### config.mk
export PLATFORM = sky130hd
export DESIGN_NAME = link_layer_sn_nesn_ack_tracker
export DESIGN_NICKNAME = d
export VERILOG_FILES = /design/src/llt_pkg.sv /design/src/llt_front.sv /design/src/llt_queue.sv /design/src/llt_back.sv /design/src/link_layer_sn_nesn_ack_tracker.sv
export SDC_FILE = /design/constraint.sdc
export NUM_CORES = 1
export LEC_CHECK = 0
export ABC_CLOCK_PERIOD_IN_PS = 3400
export BUFFER_PORTS_ARGS = -buffer_cell sky130_fd_sc_hd__clkbuf_2
export CORE_ASPECT_RATIO = 1.1
export CORE_MARGIN = 1
export CORE_UTILIZATION = 53
export CTS_CLUSTER_SIZE = 40
export DETAILED_ROUTE_END_ITERATION = 7
export PLACE_DENSITY_LB_ADDON = 0.08
export SETUP_SLACK_MARGIN = 0.4
export SLEW_MARGIN = 30
export SYNTH_ARGS = -nofsm -noshare
export SYNTH_HDL_FRONTEND = slang
export SYNTH_SLANG_ARGS = --single-unit
### constraint.sdc
create_clock -name clk -period 3.4 [get_ports clk]
set_clock_uncertainty 0.05 [all_clocks]
set_input_delay 0.34 -clock clk [delete_from_list [all_inputs] [get_ports clk]]
set_output_delay 0.34 -clock clk [all_outputs]
set_load 0.005 [all_outputs]
### src/llt_pkg.sv
// Shared types and constants for the link-layer SN/NESN acknowledgement tracker.
// Holds the header field layout, the packet kinds, the class word and the outcome codes.
// No dependencies.
package llt_pkg;

	localparam logic [7:0] HDR_RSVD_MASK = 8'hE0;
	localparam logic [7:0] MAX_LEN       = 8'd60;
	localparam logic [1:0] LLID_NONE     = 2'd0;
	localparam logic [1:0] LLID_EMPTY    = 2'd1;
	localparam logic [1:0] LLID_DATA     = 2'd2;

	localparam logic [7:0] KIND_WHEEL = 8'd6;
	localparam logic [7:0] LEN_WHEEL  = 8'd10;
	localparam logic [7:0] KIND_MEDIA = 8'd2;
	localparam logic [7:0] LEN_MEDIA  = 8'd6;
	localparam logic [7:0] KIND_MIC   = 8'd3;
	localparam logic [7:0] LEN_MIC    = 8'd7;

	localparam logic [7:0] HEAD_BYTE_ONE   = 8'd0;
	localparam logic [7:0] HEAD_BYTE_TWO   = 8'd1;
	localparam logic [7:0] HEAD_BYTE_THREE = 8'd1;

	localparam logic [7:0] SENT_NONE = 8'd0;
	localparam logic [7:0] SENT_BOOT = 8'd1;

	typedef enum logic [2:0] {
		OUT_REJECT = 3'd0,
		OUT_STALE  = 3'd1,
		OUT_DUP    = 3'd2,
		OUT_DATA   = 3'd3,
		OUT_EMPTY  = 3'd4,
		OUT_BOOT   = 3'd5
	} outcome_t;

	// Everything the back end needs to know about one packet, state-independent.
	typedef struct packed {
		logic malformed;
		logic known_data;
		logic empty;
		logic boot_bad;
		logic sent_len_nz;
		logic sent_fmt_ok;   // sent header has the shape 0000_xy01
		logic sent_sn;
		logic sent_nesn;
		logic sn;
		logic nesn;
	} cls_t;

endpackage

### src/llt_front.sv
// Front end: accepts packets and classifies them into a cls_t word, one register stage.
// Depends on llt_pkg.
module llt_front
	import llt_pkg::*;
(
	input  logic       clk,
	input  logic       arst_n,
	input  logic       in_valid,
	output logic       in_ready,
	input  logic [7:0] rx_header,
	input  logic [7:0] payload_length,
	input  logic       payload_present,
	input  logic [7:0] byte_zero,
	input  logic [7:0] byte_one,
	input  logic [7:0] byte_two,
	input  logic [7:0] byte_three,
	input  logic       tail_valid,
	input  logic [7:0] sent_header,
	input  logic [7:0] tx_length,
	output logic       cls_valid,
	input  logic       cls_ready,
	output cls_t       cls
);

	logic       valid_s1;
	cls_t       cls_s1;
	cls_t       cls_d;
	logic [1:0] llid;
	logic       head_ok;
	logic       kind_ok;

	always_comb begin
		llid    = rx_header[1:0];
		head_ok = (llid == LLID_DATA) && payload_present && (byte_one == HEAD_BYTE_ONE) &&
			(byte_two == HEAD_BYTE_TWO) && (byte_three == HEAD_BYTE_THREE) && tail_valid;
		kind_ok = ((payload_length == LEN_WHEEL) && (byte_zero == KIND_WHEEL)) ||
			((payload_length == LEN_MEDIA) && (byte_zero == KIND_MEDIA)) ||
			((payload_length == LEN_MIC) && (byte_zero == KIND_MIC));

		cls_d.malformed   = ((rx_header & HDR_RSVD_MASK) != 8'd0) || (llid == LLID_NONE) ||
			(payload_length > MAX_LEN) || ((payload_length != 8'd0) && !payload_present);
		cls_d.known_data  = head_ok && kind_ok;
		cls_d.empty       = (llid == LLID_EMPTY) && (payload_length == 8'd0);
		cls_d.sent_len_nz = (tx_length != 8'd0);
		cls_d.sent_fmt_ok = (sent_header[7:4] == 4'd0) && (sent_header[1:0] == 2'b01);
		cls_d.sent_sn     = sent_header[3];
		cls_d.sent_nesn   = sent_header[2];
		cls_d.sn          = rx_header[3];
		cls_d.nesn        = rx_header[2];
		// bootstrap refusal depends only on the packet itself
		cls_d.boot_bad    = !(cls_d.known_data || cls_d.empty) ||
			(cls_d.empty && (sent_header != SENT_BOOT)) || cls_d.sent_len_nz ||
			((sent_header != SENT_NONE) && (sent_header != SENT_BOOT)) ||
			((sent_header == SENT_BOOT) && !rx_header[2]);
	end

	assign in_ready  = !valid_s1 || cls_ready;
	assign cls_valid = valid_s1;
	assign cls       = cls_s1;

	always_ff @(posedge clk or negedge arst_n) begin
		if (!arst_n) begin
			valid_s1 <= 1'b0;
		end else if (in_ready) begin
			valid_s1 <= in_valid;
		end
	end

	always_ff @(posedge clk) begin
		if (in_valid && in_ready) begin
			cls_s1 <= cls_d;
		end
	end

endmodule

### src/llt_queue.sv
// Two-entry queue of class words between the front and back ends.
// Depends on llt_pkg.
module llt_queue
	import llt_pkg::*;
(
	input  logic clk,
	input  logic arst_n,
	input  logic wr_valid,
	output logic wr_ready,
	input  cls_t wr_data,
	output logic rd_valid,
	input  logic rd_ready,
	output cls_t rd_data
);

	cls_t       mem_q [2];
	logic       wr_ptr_q;
	logic       rd_ptr_q;
	logic [1:0] count_q;
	logic       push;
	logic       pop;

	assign wr_ready = (count_q != 2'd2);
	assign rd_valid = (count_q != 2'd0);
	assign rd_data  = mem_q[rd_ptr_q];
	assign push     = wr_valid && wr_ready;
	assign pop      = rd_valid && rd_ready;

	always_ff @(posedge clk or negedge arst_n) begin
		if (!arst_n) begin
			wr_ptr_q <= 1'b0;
			rd_ptr_q <= 1'b0;
			count_q  <= 2'd0;
		end else begin
			if (push) begin
				wr_ptr_q <= !wr_ptr_q;
			end
			if (pop) begin
				rd_ptr_q <= !rd_ptr_q;
			end
			unique case ({push, pop})
				2'b10:   count_q <= count_q + 2'd1;
				2'b01:   count_q <= count_q - 2'd1;
				default: count_q <= count_q;
			endcase
		end
	end

	always_ff @(posedge clk) begin
		if (push) begin
			mem_q[wr_ptr_q] <= wr_data;
		end
	end

endmodule

### src/llt_back.sv
// Back end: link state, sequence bits, event counters and the result register.
// Depends on llt_pkg.
module llt_back
	import llt_pkg::*;
#(
	parameter int COUNTER_WIDTH = 32
) (
	input  logic        clk,
	input  logic        arst_n,
	input  logic        cls_valid,
	output logic        cls_ready,
	input  cls_t        cls,
	output logic        out_valid,
	input  logic        out_ready,
	output logic        accepted,
	output logic [2:0]  outcome,
	output logic        acked_now,
	output logic [7:0]  next_header,
	output logic [31:0] rejected_total,
	output logic [31:0] empty_total,
	output logic [31:0] data_total,
	output logic [31:0] stale_total,
	output logic [31:0] ack_total,
	output logic [31:0] duplicate_total
);

	logic                     active_q, tx_seq_q, rx_next_q;
	logic [COUNTER_WIDTH-1:0] rej_cnt_q, empty_cnt_q, data_cnt_q;
	logic [COUNTER_WIDTH-1:0] stale_cnt_q, ack_cnt_q, dup_cnt_q;
	logic                     valid_q, acc_q, acked_q;
	outcome_t                 outcome_q;

	logic     active_d, tx_seq_d, rx_next_d;
	logic     inc_rej, inc_empty, inc_data, inc_stale, inc_ack, inc_dup;
	logic     acc_d, acked_d;
	outcome_t outcome_d;
	logic     pop;

	assign cls_ready = !valid_q || out_ready;
	assign pop       = cls_valid && cls_ready;

	always_comb begin
		active_d  = active_q;
		tx_seq_d  = tx_seq_q;
		rx_next_d = rx_next_q;
		inc_rej   = 1'b0;
		inc_empty = 1'b0;
		inc_data  = 1'b0;
		inc_stale = 1'b0;
		inc_ack   = 1'b0;
		inc_dup   = 1'b0;
		acc_d     = 1'b0;
		acked_d   = 1'b0;
		outcome_d = OUT_REJECT;
		priority if (cls.malformed) begin
			inc_rej = 1'b1;
		end else if (!active_q) begin
			if (cls.boot_bad) begin
				inc_rej = 1'b1;
			end else begin
				active_d  = 1'b1;
				tx_seq_d  = cls.nesn;
				rx_next_d = !cls.sn;
				inc_empty = cls.empty;
				inc_data  = !cls.empty;
				acc_d     = 1'b1;
				outcome_d = OUT_BOOT;
			end
		end else if (cls.sent_len_nz || !cls.sent_fmt_ok || (cls.sent_sn != tx_seq_q) ||
			(cls.sent_nesn != rx_next_q)) begin
			inc_stale = 1'b1;
			outcome_d = OUT_STALE;
		end else begin
			if (cls.nesn != tx_seq_q) begin
				tx_seq_d = !tx_seq_q;
				inc_ack  = 1'b1;
				acked_d  = 1'b1;
			end
			priority if (cls.sn != rx_next_q) begin
				inc_dup   = 1'b1;
				acc_d     = 1'b1;
				outcome_d = OUT_DUP;
			end else if (!cls.empty && !cls.known_data) begin
				inc_rej = 1'b1;
			end else begin
				rx_next_d = !rx_next_q;
				inc_data  = cls.known_data;
				inc_empty = !cls.known_data;
				acc_d     = 1'b1;
				outcome_d = cls.known_data ? OUT_DATA : OUT_EMPTY;
			end
		end
	end

	always_ff @(posedge clk or negedge arst_n) begin
		if (!arst_n) begin
			active_q    <= 1'b0;
			tx_seq_q    <= 1'b0;
			rx_next_q   <= 1'b0;
			rej_cnt_q   <= '0;
			empty_cnt_q <= '0;
			data_cnt_q  <= '0;
			stale_cnt_q <= '0;
			ack_cnt_q   <= '0;
			dup_cnt_q   <= '0;
			valid_q     <= 1'b0;
			acc_q       <= 1'b0;
			acked_q     <= 1'b0;
			outcome_q   <= OUT_REJECT;
		end else if (cls_ready) begin
			valid_q <= cls_valid;
			if (pop) begin
				active_q    <= active_d;
				tx_seq_q    <= tx_seq_d;
				rx_next_q   <= rx_next_d;
				rej_cnt_q   <= rej_cnt_q + COUNTER_WIDTH'(inc_rej);
				empty_cnt_q <= empty_cnt_q + COUNTER_WIDTH'(inc_empty);
				data_cnt_q  <= data_cnt_q + COUNTER_WIDTH'(inc_data);
				stale_cnt_q <= stale_cnt_q + COUNTER_WIDTH'(inc_stale);
				ack_cnt_q   <= ack_cnt_q + COUNTER_WIDTH'(inc_ack);
				dup_cnt_q   <= dup_cnt_q + COUNTER_WIDTH'(inc_dup);
				acc_q       <= acc_d;
				acked_q     <= acked_d;
				outcome_q   <= outcome_d;
			end
		end
	end

	// state only moves on a pop, and a pop reloads the result, so the state
	// registers are themselves the held result
	assign out_valid       = valid_q;
	assign accepted        = acc_q;
	assign outcome         = outcome_q;
	assign acked_now       = acked_q;
	assign next_header     = active_q ? {4'd0, tx_seq_q, rx_next_q, 2'b01} : 8'd0;
	assign rejected_total  = 32'(rej_cnt_q);
	assign empty_total     = 32'(empty_cnt_q);
	assign data_total      = 32'(data_cnt_q);
	assign stale_total     = 32'(stale_cnt_q);
	assign ack_total       = 32'(ack_cnt_q);
	assign duplicate_total = 32'(dup_cnt_q);

endmodule

### src/link_layer_sn_nesn_ack_tracker.sv
// Top level of the link-layer SN/NESN acknowledgement tracker.
// Instantiates llt_front, llt_queue and llt_back; depends on llt_pkg.
//
//   channel | handshake            | payload
//   --------+----------------------+---------------------------------------------
//   in      | in_valid / in_ready  | rx_header .. tx_length, one received packet
//   out     | out_valid/ out_ready | accepted, outcome, acked_now, next_header,
//           |                      | six 32-bit event totals
//
// One packet per cycle sustained while out is not stalled; each item passes
// the classify register, the queue and the result register from input accept
// to result valid. The link state and counters are updated in the back end, which
// sets the rate. Reset (arst_n low) clears the link state, counters and queue.
// A stall on out holds the result and fills the queue; in_ready drops only once
// the classify stage and both queue entries are occupied.
module link_layer_sn_nesn_ack_tracker
	import llt_pkg::*;
#(
	parameter int COUNTER_WIDTH = 32
) (
	input  logic        clk,
	input  logic        arst_n,
	input  logic        in_valid,
	output logic        in_ready,
	input  logic [7:0]  rx_header,
	input  logic [7:0]  payload_length,
	input  logic        payload_present,
	input  logic [7:0]  byte_zero,
	input  logic [7:0]  byte_one,
	input  logic [7:0]  byte_two,
	input  logic [7:0]  byte_three,
	input  logic        tail_valid,
	input  logic [7:0]  sent_header,
	input  logic [7:0]  tx_length,
	output logic        out_valid,
	input  logic        out_ready,
	output logic        accepted,
	output logic [2:0]  outcome,
	output logic        acked_now,
	output logic [7:0]  next_header,
	output logic [31:0] rejected_total,
	output logic [31:0] empty_total,
	output logic [31:0] data_total,
	output logic [31:0] stale_total,
	output logic [31:0] ack_total,
	output logic [31:0] duplicate_total
);

	// front -> queue
	logic fq_valid, fq_ready;
	cls_t fq_cls;
	// queue -> back
	logic qb_valid, qb_ready;
	cls_t qb_cls;

	// Front end: header/length sanity, packet kind and sent-header shape.
	// Nothing here depends on link state, so it never waits on the back end
	// except through the queue.
	llt_front u_front (
		.clk             (clk),
		.arst_n          (arst_n),
		.in_valid        (in_valid),
		.in_ready        (in_ready),
		.rx_header       (rx_header),
		.payload_length  (payload_length),
		.payload_present (payload_present),
		.byte_zero       (byte_zero),
		.byte_one        (byte_one),
		.byte_two        (byte_two),
		.byte_three      (byte_three),
		.tail_valid      (tail_valid),
		.sent_header     (sent_header),
		.tx_length       (tx_length),
		.cls_valid       (fq_valid),
		.cls_ready       (fq_ready),
		.cls             (fq_cls)
	);

	// Two entries absorb the ready turnaround between the two halves.
	llt_queue u_queue (
		.clk      (clk),
		.arst_n   (arst_n),
		.wr_valid (fq_valid),
		.wr_ready (fq_ready),
		.wr_data  (fq_cls),
		.rd_valid (qb_valid),
		.rd_ready (qb_ready),
		.rd_data  (qb_cls)
	);

	// Back end: bootstrap, staleness, ack (NESN), duplicate (SN), counters.
	llt_back #(
		.COUNTER_WIDTH (COUNTER_WIDTH)
	) u_back (
		.clk             (clk),
		.arst_n          (arst_n),
		.cls_valid       (qb_valid),
		.cls_ready       (qb_ready),
		.cls             (qb_cls),
		.out_valid       (out_valid),
		.out_ready       (out_ready),
		.accepted        (accepted),
		.outcome         (outcome),
		.acked_now       (acked_now),
		.next_header     (next_header),
		.rejected_total  (rejected_total),
		.empty_total     (empty_total),
		.data_total      (data_total),
		.stale_total     (stale_total),
		.ack_total       (ack_total),
		.duplicate_total (duplicate_total)
	);

endmodule
==> out/results.md, run 1 <==
| Stage | Item | Reported |
|:---|:---|:---|
| die | Die Y-Extent | 151 um |
| final layout | Number of non-filler instances in the completed layout | 1530 |
| setup path | Signal arrival time at the worst endpoint | 3.26 ns |
| place | Final HPWL from detailed placement | 17300 um |
| drt | Total wire length after detailed routing | 23800 um |
| place | Port Buffers | 270 |
| logic synthesis | Prevailing post-synth register cell | dfrtp_1 |
| global routing | Number of antenna violations at the first check in global routing | 0 |
| global routing | Total GRT Usage | 22.5% |
| final layout | Final design area excluding fillers | 13500 um^2 |
| setup path | Critical path's slowest cell | or3_4 |
| logic synthesis | Async SR Flop Fraction | 87.3% |
| sta | Maximum clock frequency | 347 MHz |
| die | Number of top-level design ports | 277 |
| global routing | Largest net degree at the start of global routing | 73 |
| clocking | CTS tree | built |
| place | GPL Wtd Cong | 0.834 |
| logic synthesis | Synthesized flop and latch total | 236 |
| outcome | Status | finished clean |
| sta | Unrepaired setup endpoints after global routing | yes |
| pwr | Internal power contribution | 4.97 mW |
| worst hold path | Worst Hold Depth | 3 |
| logic synthesis | Leading cell types by total area after synthesis | dfrtp_1 (48%), xnor2_1 (11%), edfxtp_1 (8.4%) |
| sta | Transition time at the pin with the least slew margin | 0.818 ns |
| logic synthesis | Number of synthesized flops with an enable pin | 30 |
| sta | Relative slew margins | 45.3% |
| setup path | Family with the most delay on the worst path | simple AND/OR/NAND/NOR gates |
| clocking | Buffer levels on the longest clock path | 3 |
| die | Die Outline Area | 20800 um^2 |
| final layout | Number of antenna cells inserted | 0 |
| drt | Total vias in the final route | 8082 |
| sta | Time the final worst path needs with I/O delays and setup | 2.88 ns |
| clocking | Clock-pin slew of the registers on the worst-case setup and hold paths | 0.06 ns |
| global routing | Vias in the first global route | 7568 |
| place | Cell total after placement | 1471 |
| drt | DR WL/cell | 15.6 um |
| die | Initial Util | 54.1% |
| setup path | Reg2Reg Capture Point | u_back.data_total[24] |
| place | Post-placement setup slack | 0.265 ns |
| drt | Iteration-0 DRC Markers | 354 |
| clocking | CTS H-Tree Depth | 1 |
| logic synthesis | Top cell type's share of synthesized area | 48.2% |
| logic synthesis | Library cell occupying the most area in the post-synthesis netlist | dfrtp_1 |
| sta | Setup total negative slack | 0 ns |
| logic synthesis | Synth cell types | 55 |
| setup path | Cell-by-cell trace of the critical path | mux2i_1 > xor2_1 > and3_4 > mux2i_1 > nor3b_2 > ha_2 > ha_1 > nand3_2 > or3_4 > nor3_2 > xor2_1 |
| setup path | Nature of the critical path startpoint | flop |
| pwr | LEAKAGE | 6.59 nW |
| setup path | Critical Path Sink Type | flop |
| final layout | Share of layout cells above drive strength 1 | 30.0% |
| logic synthesis | Most frequently used cell type in the post-synthesis netlist | dfrtp_1 |
| flow run | Max-cap viol count | 0 |
| final layout | Count of fill cells added during filler insertion | 1583 |
| pwr | Switching Fraction | 27.3% |
| worst hold path | Worst min-delay path class | input port to flop |
| pwr | Logic pwr share | 15.5% |
| worst hold path | Hold-critical path endpoint | u_front.cls[9] |
| setup path | Required time of the critical path | 3.78 ns |
| logic synthesis | Average instance area after synthesis | 11.3 um^2 |
| drt | Post-route ant nets | 0 |
| pwr | Part of the power in the clock network | 36.9% |
| final layout | Final Util | 68.0% |
| pwr | Seq pwr share | 47.6% |
| logic synthesis | Synth Warn # | 0 |
| setup path | Longest individual stage delay on the worst path | 0.41 ns |
| drt | Detailed Routing Iterations Pass 1 | 5 |
| pwr | Pwr Total | 6.83 mW |
| clocking | Library cell used as clock root buffer | clkbuf_16 |
| sta | Final setup violation count | 0 |
| pwr | Reported net switching power | 1.86 mW |
| sta | Final clock period utilization by the worst path | 84.8% |
| pwr | Maximum resistive drop on vdd | 0.000439 V |
| clocking | TritonCTS buffer count | 25 |
| setup path | Critical Path Fanout Max | 5 |
| final layout | Syn-to-layout area delta | 25.9% |
| final layout | Nets@finish | 1348 |
| setup path | Flop2flop setup slack | 0.52 ns |
| pwr | Cell area power density | 507 nW/um^2 |
| die | Horiz. Die Dim | 137 um |
| drt | Drt drc | 0 |
| clocking | Number of sinks handled by clock tree synthesis | 236 |
| logic synthesis | Post-synthesis instance total | 947 |
| place | DP Area | 12400 um^2 |
| setup path | Critical path buffers and inverters | 0 |
| die | Cell Rows | 54 |
| drt | Vias per std cell | 5.28 |
| logic synthesis | Top cells by instance count after synthesis | dfrtp_1 (206), xnor2_1 (134), nand2_1 (112) |
| logic synthesis | Post-synth design cell area | 10700 um^2 |
| setup path | Reg2Reg Launch Point | u_queue.rd_ptr_q |
| die | Floorplan Core Area | 19800 um^2 |
| global routing | Global route total overflow | 0 |
| setup path | Critical path type | flop to flop |
| logic synthesis | Fraction of the yosys area taken by sequential cells | 56.6% |
| clocking | Clock Latency Late Sink | 0.50 ns |
| global routing | First-pass GRT wire length | 37300 um |
| sta | Crit path setup slack, layout | 0.517 ns |
| sta | Final worst hold slack | 0.0763 ns |
| sta | Final Hold Violating Endpoints | 0 |
| sta | Final Max Slew Viols | 0 |
| worst hold path | Worst Min Path Start | rx_header[5] |
| setup path | Register-to-Register Path Depth | 11 |
==> cell families after synthesis <==
logic type | share of synthesized area (%)
AOI/OAI and AO/OA | 1.12
xor gates and xnor gates | 15.6
adders and majority gates | 1.64
buffers and inverters | 1.73
DFF | 56.6
muxes | 0.959
other | 0.0350
and+or+nand+nor | 22.4
==> per-layer routing <==
layer,wire (um),track usage (%),share of wire [%],up-vias
met1,10100,29.3,42,3919
met4,566,6.87,2.4,0
met5,0,0,0,-
li1,-,-,-,3924
met2,11700,37.9,49,202
met3,1430,4.15,6.0,37
==> layout by cell type, fill, tap and decap left out, types with 3 or more instances in the layout <==
cell,instances
clkbuf_2,269
dfrtp_1,205
xnor2_1,134
nand2_1,111
nand3_1,61
nor2_1,58
nand4_1,57
xor2_1,56
edfxtp_1,30
and3_1,28
buf_4,28
clkbuf_16,25
and4_1,22
inv_1,21
nor3_1,20
nor4_1,11
nor3_2,10
and2_1,9
ha_1,9
mux2i_1,8
nand2b_1,7
clkbuf_8,7
clkbuf_1,7
dlygate4sd3_1,6
nor2b_1,5
conb_1,5
o21ai_0,4
ha_2,4
a21oi_1,3
nor4b_1,3
nor4_4,3
or3_1,3
or3_4,3
==> worst register-to-register path, cell delays in order, from the launching register on <==
cell,delay [ns]
dfrtp_2,0.40
mux2i_1,0.22
xor2_1,0.24
and3_4,0.24
mux2i_1,0.08
nor3b_2,0.26
ha_2,0.25
ha_1,0.17
nand3_2,0.14
or3_4,0.41
nor3_2,0.19
xor2_1,0.16
==> power by group through the flow <==
| stage | Combinational, mW | Clock (mW) | Sequential (mW) |
|---|---|---|---|
| final | 1.06 | 2.52 | 3.25 |
| after global routing | 1.19 | 2.69 | 3.28 |
| after CTS | 1.06 | 2.57 | 3.25 |
| after detailed placement | 1.05 | 0 | 3.30 |
| after global placement | 1.03 | 0 | 3.29 |
| after floorplan | 0.627 | 0 | 3.26 |
==> layout make-up <==
cell class	count	area, um^2	area share (%)
clock buffer	38	734	5.45
clock inverter	3	17.5	0.130
inverter	21	78.8	0.585
multi-input combinational	675	4610	34.3
sequential	236	6060	45.0
tap	252	315	2.34
timing repair buffer	305	1650	12.3
==> state kept, by name (all words and copies together), names as in the netlist, 2 cells and up <==
signal and cells:
u_queue.mem_q 20, u_back.duplicate_total 32, u_back.rejected_total 32, u_back.outcome 3, u_queue.count_q 2, u_front.cls 10, u_back.stale_total 32, u_back.data_total 32
u_back.empty_total 32, u_back.ack_total 32
==> how the worst max path moves through the flow <==
| stage | slack (ns) | endpoint | from | cells past startpoint |
|---|---|---|---|---|
| finish | 0.52 | u_back.data_total[24] | u_queue.rd_ptr_q | 11 |
| global route | 0.34 | u_back.data_total[24] | u_queue.rd_ptr_q | 11 |
| global placement | 0.32 | u_back.data_total[10] | u_queue.rd_ptr_q | 12 |
| CTS | 0.39 | u_back.data_total[10] | u_queue.rd_ptr_q | 12 |
| floorplan | 0.47 | u_back.empty_total[30] | u_queue.rd_ptr_q | 13 |
| detailed placement | 0.27 | u_back.data_total[10] | u_queue.rd_ptr_q | 12 |
==> timing repair <==
| action | CTS | global route |
|---|---|---|
| pin swaps | 2 | 4 |
| setup buffers | 1 | 11 |
| gates resized for setup | 7 | 25 |
| setup endpoints to repair | 23 | 82 |
| hold buffers | 6 | 0 |
| endpoints found under the hold margin | 68 | 0 |
Power figures use the tool's default switching activity.
==> run 2: changes to the inputs <==
ABC_CLOCK_PERIOD_IN_PS = 3000   (was 3400)
clock period = 3 ns   (was 3.4 ns; I/O delays follow)
==> run 2 against run 1 <==
Against the previous run:
- first-iteration DRC count shrank 19%
- critical path depth is 3 higher
- count of clock-buffer cells in the layout is 3 lower
- combinational power increased by 42%
- sequential share of layout area is 3.8 points lower
- via count increased by 4.0%
- utilization rose by 6.3 points
- sequential power is 14% higher
- cell area up 9.2%
- die area stayed put
- flip-flop and latch count is the same
- fmax rose by 3.6%
- largest power group unchanged
- highest routed layer unchanged
==> out/results.md, run 2 (synthesis results as in run 1) <==
| Stage | Item | Reported |
|:---|:---|:---|
| drt | Drt drc | 0 |
| die | Floorplan Core Area | 19800 um^2 |
| sta | Transition time at the pin with the least slew margin | 0.791 ns |
| clocking | TritonCTS buffer count | 25 |
| clocking | CTS tree | built |
| pwr | Maximum resistive drop on vdd | 0.000618 V |
| drt | Detailed Routing Iterations Pass 1 | 4 |
| final layout | Most common library cell in the layout ignoring fill and taps | clkbuf_2 |
| final layout | Final design area excluding fillers | 14700 um^2 |
| sta | Final worst hold slack | 0.0367 ns |
| sta | Relative slew margins | 47.2% |
| die | Initial Util | 54.1% |
| sta | Maximum clock frequency | 359 MHz |
| clocking | Library cell used as clock root buffer | clkbuf_16 |
| place | Post-placement setup slack | -0.0383 ns |
| die | Die Outline Area | 20800 um^2 |
| pwr | LEAKAGE | 7.08 nW |
| pwr | Pwr Total | 8.26 mW |
| setup path | Required time of the critical path | 3.39 ns |
| die | Number of top-level design ports | 277 |
| pwr | Cell area power density | 562 nW/um^2 |
| setup path | Signal arrival time at the worst endpoint | 3.17 ns |
| global routing | Largest net degree at the start of global routing | 76 |
| sta | Setup total negative slack | 0 ns |
| place | GPL Wtd Cong | 0.847 |
| global routing | Total GRT Usage | 23.0% |
| pwr | Switching Fraction | 28.2% |
| drt | Iteration-0 DRC Markers | 288 |
| sta | Final Max Slew Viols | 0 |
| clocking | Clock Latency Late Sink | 0.52 ns |
| pwr | Seq pwr share | 45.0% |
| final layout | Number of non-filler instances in the completed layout | 1581 |
| final layout | Number of antenna cells inserted | 0 |
| outcome | Status | finished clean |
| place | Port Buffers | 270 |
| final layout | Commonest non-fill, non-tap cells in the layout | clkbuf_2 (269), dfrtp_1 (205), xnor2_1 (128) |
| setup path | Nature of the critical path startpoint | flop |
| worst hold path | Worst min-delay path class | input port to flop |
| final layout | Nets@finish | 1394 |
| clocking | Number of sinks handled by clock tree synthesis | 236 |
| place | Cell total after placement | 1495 |
| final layout | Share of layout cells above drive strength 1 | 40.2% |
| setup path | Critical path type | flop to flop |
| sta | Unrepaired setup endpoints after global routing | yes |
| drt | DR WL/cell | 15.9 um |
| die | Horiz. Die Dim | 137 um |
| sta | Final setup violation count | 0 |
| die | Die Y-Extent | 151 um |
| drt | Vias per std cell | 5.32 |
| drt | Total vias in the final route | 8404 |
| global routing | Global route total overflow | 0 |
| sta | Crit path setup slack, layout | 0.218 ns |
| place | Final HPWL from detailed placement | 17200 um |
| place | DP Area | 12800 um^2 |
| global routing | First-pass GRT wire length | 38000 um |
| setup path | Critical Path Fanout Max | 5 |
| clocking | Buffer levels on the longest clock path | 3 |
| pwr | Logic pwr share | 18.3% |
| global routing | Number of antenna violations at the first check in global routing | 0 |
| pwr | Reported net switching power | 2.33 mW |
| die | Cell Rows | 54 |
| sta | Final Hold Violating Endpoints | 0 |
| flow run | Max-cap viol count | 0 |
| final layout | Syn-to-layout area delta | 37.5% |
| setup path | Critical Path Sink Type | flop |
| sta | Final clock period utilization by the worst path | 92.7% |
| clocking | CTS H-Tree Depth | 1 |
| final layout | Final Util | 74.3% |
| drt | Total wire length after detailed routing | 25200 um |
| clocking | Clock-pin slew of the registers on the worst-case setup and hold paths | 0.06 ns |
| sta | Time the final worst path needs with I/O delays and setup | 2.78 ns |
| drt | Post-route ant nets | 0 |
| pwr | Internal power contribution | 5.94 mW |
| global routing | Vias in the first global route | 7754 |
| pwr | Part of the power in the clock network | 36.7% |
-- run 2: changes by cell type in the layout (fill, tap and decap cells not counted), moves of 10 or more --
cell / delta
nand3_2: +17
nor2_1: -29
nor2_4: +24
nand2_1: -10
nand3_1: -24
buf_4: +29
nor3_1: -12
buf_6: +14
-- run 2: worst paths after layout --
kind / startpoint / depth (start not counted) / to / slack [ns]
setup / recovery: u_queue.rd_ptr_q / 14 / u_back.rejected_total[22] / 0.22
hold / removal: rx_header[6] / 3 / u_front.cls[9] / 0.04
setup reg to reg: u_queue.rd_ptr_q / 14 / u_back.rejected_total[22] / 0.22
hold reg to reg: u_front.cls[9] / 0 / u_queue.mem_q[1][9] / 0.39
max in group asynchronous: arst_n / 3 / u_back.stale_total[19] / 1.88
min in group asynchronous: arst_n / 2 / u_back.ack_total[25] / 0.24
-- run 2: worst max-delay path, stage by stage (launching register included) --
cell      delay [ns]
dfrtp_2         0.44
mux2i_1         0.23
xor2_1          0.20
and3_4          0.23
buf_6           0.11
a31o_4          0.16
ha_4            0.14
ha_4            0.13
nand4_1         0.11
nand4b_1        0.21
buf_6           0.15
buf_4           0.14
nor2_4          0.09
and3_1          0.18
xor2_1          0.15
-- run 2: power by group through the flow --
stage	registers [mW]	clock network, mW	logic, mW
floorplan	3.70	0	0.737
finish	3.72	3.03	1.51
global route	3.75	3.20	1.67
global placement	3.74	0	1.23
detailed placement	3.74	0	1.26
CTS	3.69	3.09	1.36
-- run 2: final cells by class --
| cell class | instances | area, um^2 |
|---|---|---|
| Clock buffer | 35 | 693 |
| Clock inverter | 11 | 113 |
| Fill cell | 1423 | 5090 |
| Inverter | 21 | 78.8 |
| Multi-Input combinational cell | 675 | 5380 |
| Sequential cell | 236 | 6060 |
| Tap cell | 252 | 315 |
| Timing Repair Buffer | 351 | 2070 |
-- run 2: what timing repair did --
action,in CTS,in global routing
pin swaps,20,71
gates resized for setup,54,128
hold buffers,7,0
hold endpoints to repair,48,0
setup endpoints to repair,151,142
buffers inserted,13,20
cloned,0,0
-- run 2: layer usage --
metal / share of wire [%] / track usage (%) / vias to the layer above
met1: 41 / 29.9 / 4100
met4: 2.2 / 6.32 / 0
met2: 50 / 38.8 / 227
met3: 6.0 / 4.65 / 42
li1: - / - / 4035
met5: 0 / 0 / -
==> run 3: changes to the inputs <==
CORE_ASPECT_RATIO = unset   (was 1.1)
==> run 3 against run 2 <==
Against the previous run:
- worst setup slack got worse by 0.14 ns
- routed wire length rose by 3.0%
- fmax fell by 4.7%
- critical path depth fell by 2
- power rose by 2.6%
- non-clock buffer count rose by 12
- die area barely moved
- critical endpoint is now u_back.data_total[24]
- cell count rose by 1.5%
- hold slack got worse by 0.010 ns
==> out/results.md, run 3 (synthesis results as in run 1) <==
| Stage | Item | Reported |
|:---|:---|:---|
| final layout | Final Util | 76.7% |
| place | Cell total after placement | 1487 |
| setup path | Critical Path Sink Type | flop |
| sta | Final Hold Violating Endpoints | 0 |
| drt | Total wire length after detailed routing | 26000 um |
| drt | Post-route ant nets | 0 |
| drt | Met1 wire length | 11000 um |
| global routing | Largest net degree at the start of global routing | 80 |
| final layout | Nets@finish | 1406 |
| setup path | Signal arrival time at the worst endpoint | 3.30 ns |
| final layout | Multi-input gate area | 5580 um^2 |
| worst hold path | Worst Min Path Start | tx_length[6] |
| die | Die Outline Area | 20800 um^2 |
| place | GPL Wtd Cong | 0.820 |
| place | DP Area | 12600 um^2 |
| die | Cell Rows | 51 |
| pwr | Maximum resistive drop on vdd | 0.000535 V |
| die | Die Y-Extent | 144 um |
| die | Horiz. Die Dim | 144 um |
| drt | Iteration-0 DRC Markers | 418 |
| drt | Detailed Routing Iterations Pass 1 | 5 |
| drt | Wire length on met2 | 12900 um |
| drt | Total vias in the final route | 8535 |
| final layout | Number of non-filler instances in the completed layout | 1605 |
| sta | Unrepaired setup endpoints after global routing | yes |
| outcome | Status | finished clean |
| sta | Transition time at the pin with the least slew margin | 0.907 ns |
| global routing | Number of antenna violations at the first check in global routing | 0 |
| final layout | Share of layout cells above drive strength 1 | 42.8% |
| sta | Final Max Slew Viols | 0 |
| setup path | Critical Path Fanout Max | 5 |
| drt | Vias per std cell | 5.32 |
| drt | Drt drc | 0 |
| setup path | Beginning of the critical path | u_queue.rd_ptr_q |
| die | Number of top-level design ports | 277 |
| pwr | LEAKAGE | 7.25 nW |
| sta | Final setup violation count | 0 |
| die | Floorplan Core Area | 19700 um^2 |
| drt | Highest routed layer | met4 |
| drt | Met3 wirelength from detailed routing | 1370 um |
| place | Port Buffers | 270 |
| clocking | Library cell used as clock root buffer | clkbuf_16 |
| global routing | Total GRT Usage | 23.7% |
| setup path | Nature of the critical path startpoint | flop |
| sta | Relative slew margins | 39.3% |
| place | Final HPWL from detailed placement | 16800 um |
| global routing | First-pass GRT wire length | 39200 um |
| final layout | Count of fill cells added during filler insertion | 1309 |
| final layout | Syn-to-layout area delta | 40.9% |
| clocking | Number of sinks handled by clock tree synthesis | 236 |
| setup path | Reg2Reg Launch Point | u_queue.rd_ptr_q |
| setup path | Critical path type | flop to flop |
| global routing | Vias in the first global route | 7911 |
| drt | DR WL/cell | 16.2 um |
| final layout | Most common library cell in the layout ignoring fill and taps | clkbuf_2 |
| global routing | Global route total overflow | 0 |
| pwr | Cell area power density | 562 nW/um^2 |
| setup path | Required time of the critical path | 3.38 ns |
| clocking | Clock Latency Late Sink | 0.51 ns |
| clocking | CTS tree | built |
| flow run | Max-cap viol count | 0 |
| sta | Final clock period utilization by the worst path | 97.3% |
| worst hold path | Worst min-delay path class | input port to flop |
| clocking | CTS H-Tree Depth | 1 |
| clocking | TritonCTS buffer count | 25 |
| final layout | Number of antenna cells inserted | 0 |
| sta | Time the final worst path needs with I/O delays and setup | 2.92 ns |
| final layout | Commonest non-fill, non-tap cells in the layout | clkbuf_2 (269), dfrtp_1 (205), xnor2_1 (121) |
| final layout | Final design area excluding fillers | 15100 um^2 |
| die | Initial Util | 54.4% |
| clocking | Clock-pin slew of the registers on the worst-case setup and hold paths | 0.06 ns |
| clocking | Buffer levels on the longest clock path | 3 |
| sta | Maximum clock frequency | 343 MHz |
| final layout | Reg area | 6060 um^2 |
==> run 3: worst paths after layout <==
check	cells after the start	slack, ns	to
worst max-delay path	12	0.08	u_back.data_total[24]
worst min-delay path	3	0.03	u_front.cls[5]
worst max register to register	12	0.08	u_back.data_total[24]
worst min register to register	0	0.40	u_queue.mem_q[0][1]
max in group asynchronous	3	1.79	u_back.duplicate_total[8]
min in group asynchronous	2	0.32	u_back.ack_total[22]
==> run 3: power by group <==
part / leakage, nW / internal (mW) / switching [mW]
registers: 3.04 / 3.50 / 0.241
clock network: 0.408 / 1.82 / 1.22
logic: 3.80 / 0.759 / 0.936
==> run 3: routing by layer <==
metal / GRT usage [%] / up-vias
met4: 7.73 / 0
met3: 3.61 / 50
met1: 32.0 / 4180
li1: - / 4056
met2: 39.2 / 249
met5: 0 / -
==> run 3: stage by stage <==
step	hold WS [ns]	total power, mW	setup TNS (ns)	worst slack (ns)
finish	0.0266	8.48	0	0.0817
global route	0.0225	8.83	-0.461	-0.0713
CTS	0.0103	8.24	0	0.203
detailed placement	0.331	4.91	0	0.00328
global placement	0.334	4.88	0	0.0528
floorplan	-0.0456	4.43	0	0.136
==> run 3: timing repair <==
item | 4_1_cts | 5_1_grt
hold buffers | 6 | 0
pin swaps | 42 | 94
endpoints found under the hold margin | 80 | 0
buffers inserted | 37 | 30
gates resized for setup | 66 | 167
endpoints found under the setup margin | 124 | 142
==> run 3: area by class of cell <==
type	instances	share of cell area (%)
Multi-Input combinational cell	675	37.0
Sequential cell	236	40.2
Clock buffer	34	4.70
Timing Repair Buffer	363	14.7
Inverter	21	0.523
Clock inverter	11	0.705
Tap cell	265	2.20
==> run 3: critical path: stages, from the launching register on <==
cell and delay (ns):
dfrtp_2 0.43, mux2i_1 0.23, xor2_1 0.24, and3_4 0.26
buf_6 0.11, mux2i_2 0.07, nor3b_2 0.22, ha_2 0.25
ha_4 0.15, nand3_4 0.11, or3_4 0.43, nor3_4 0.14
xor2_1 0.14
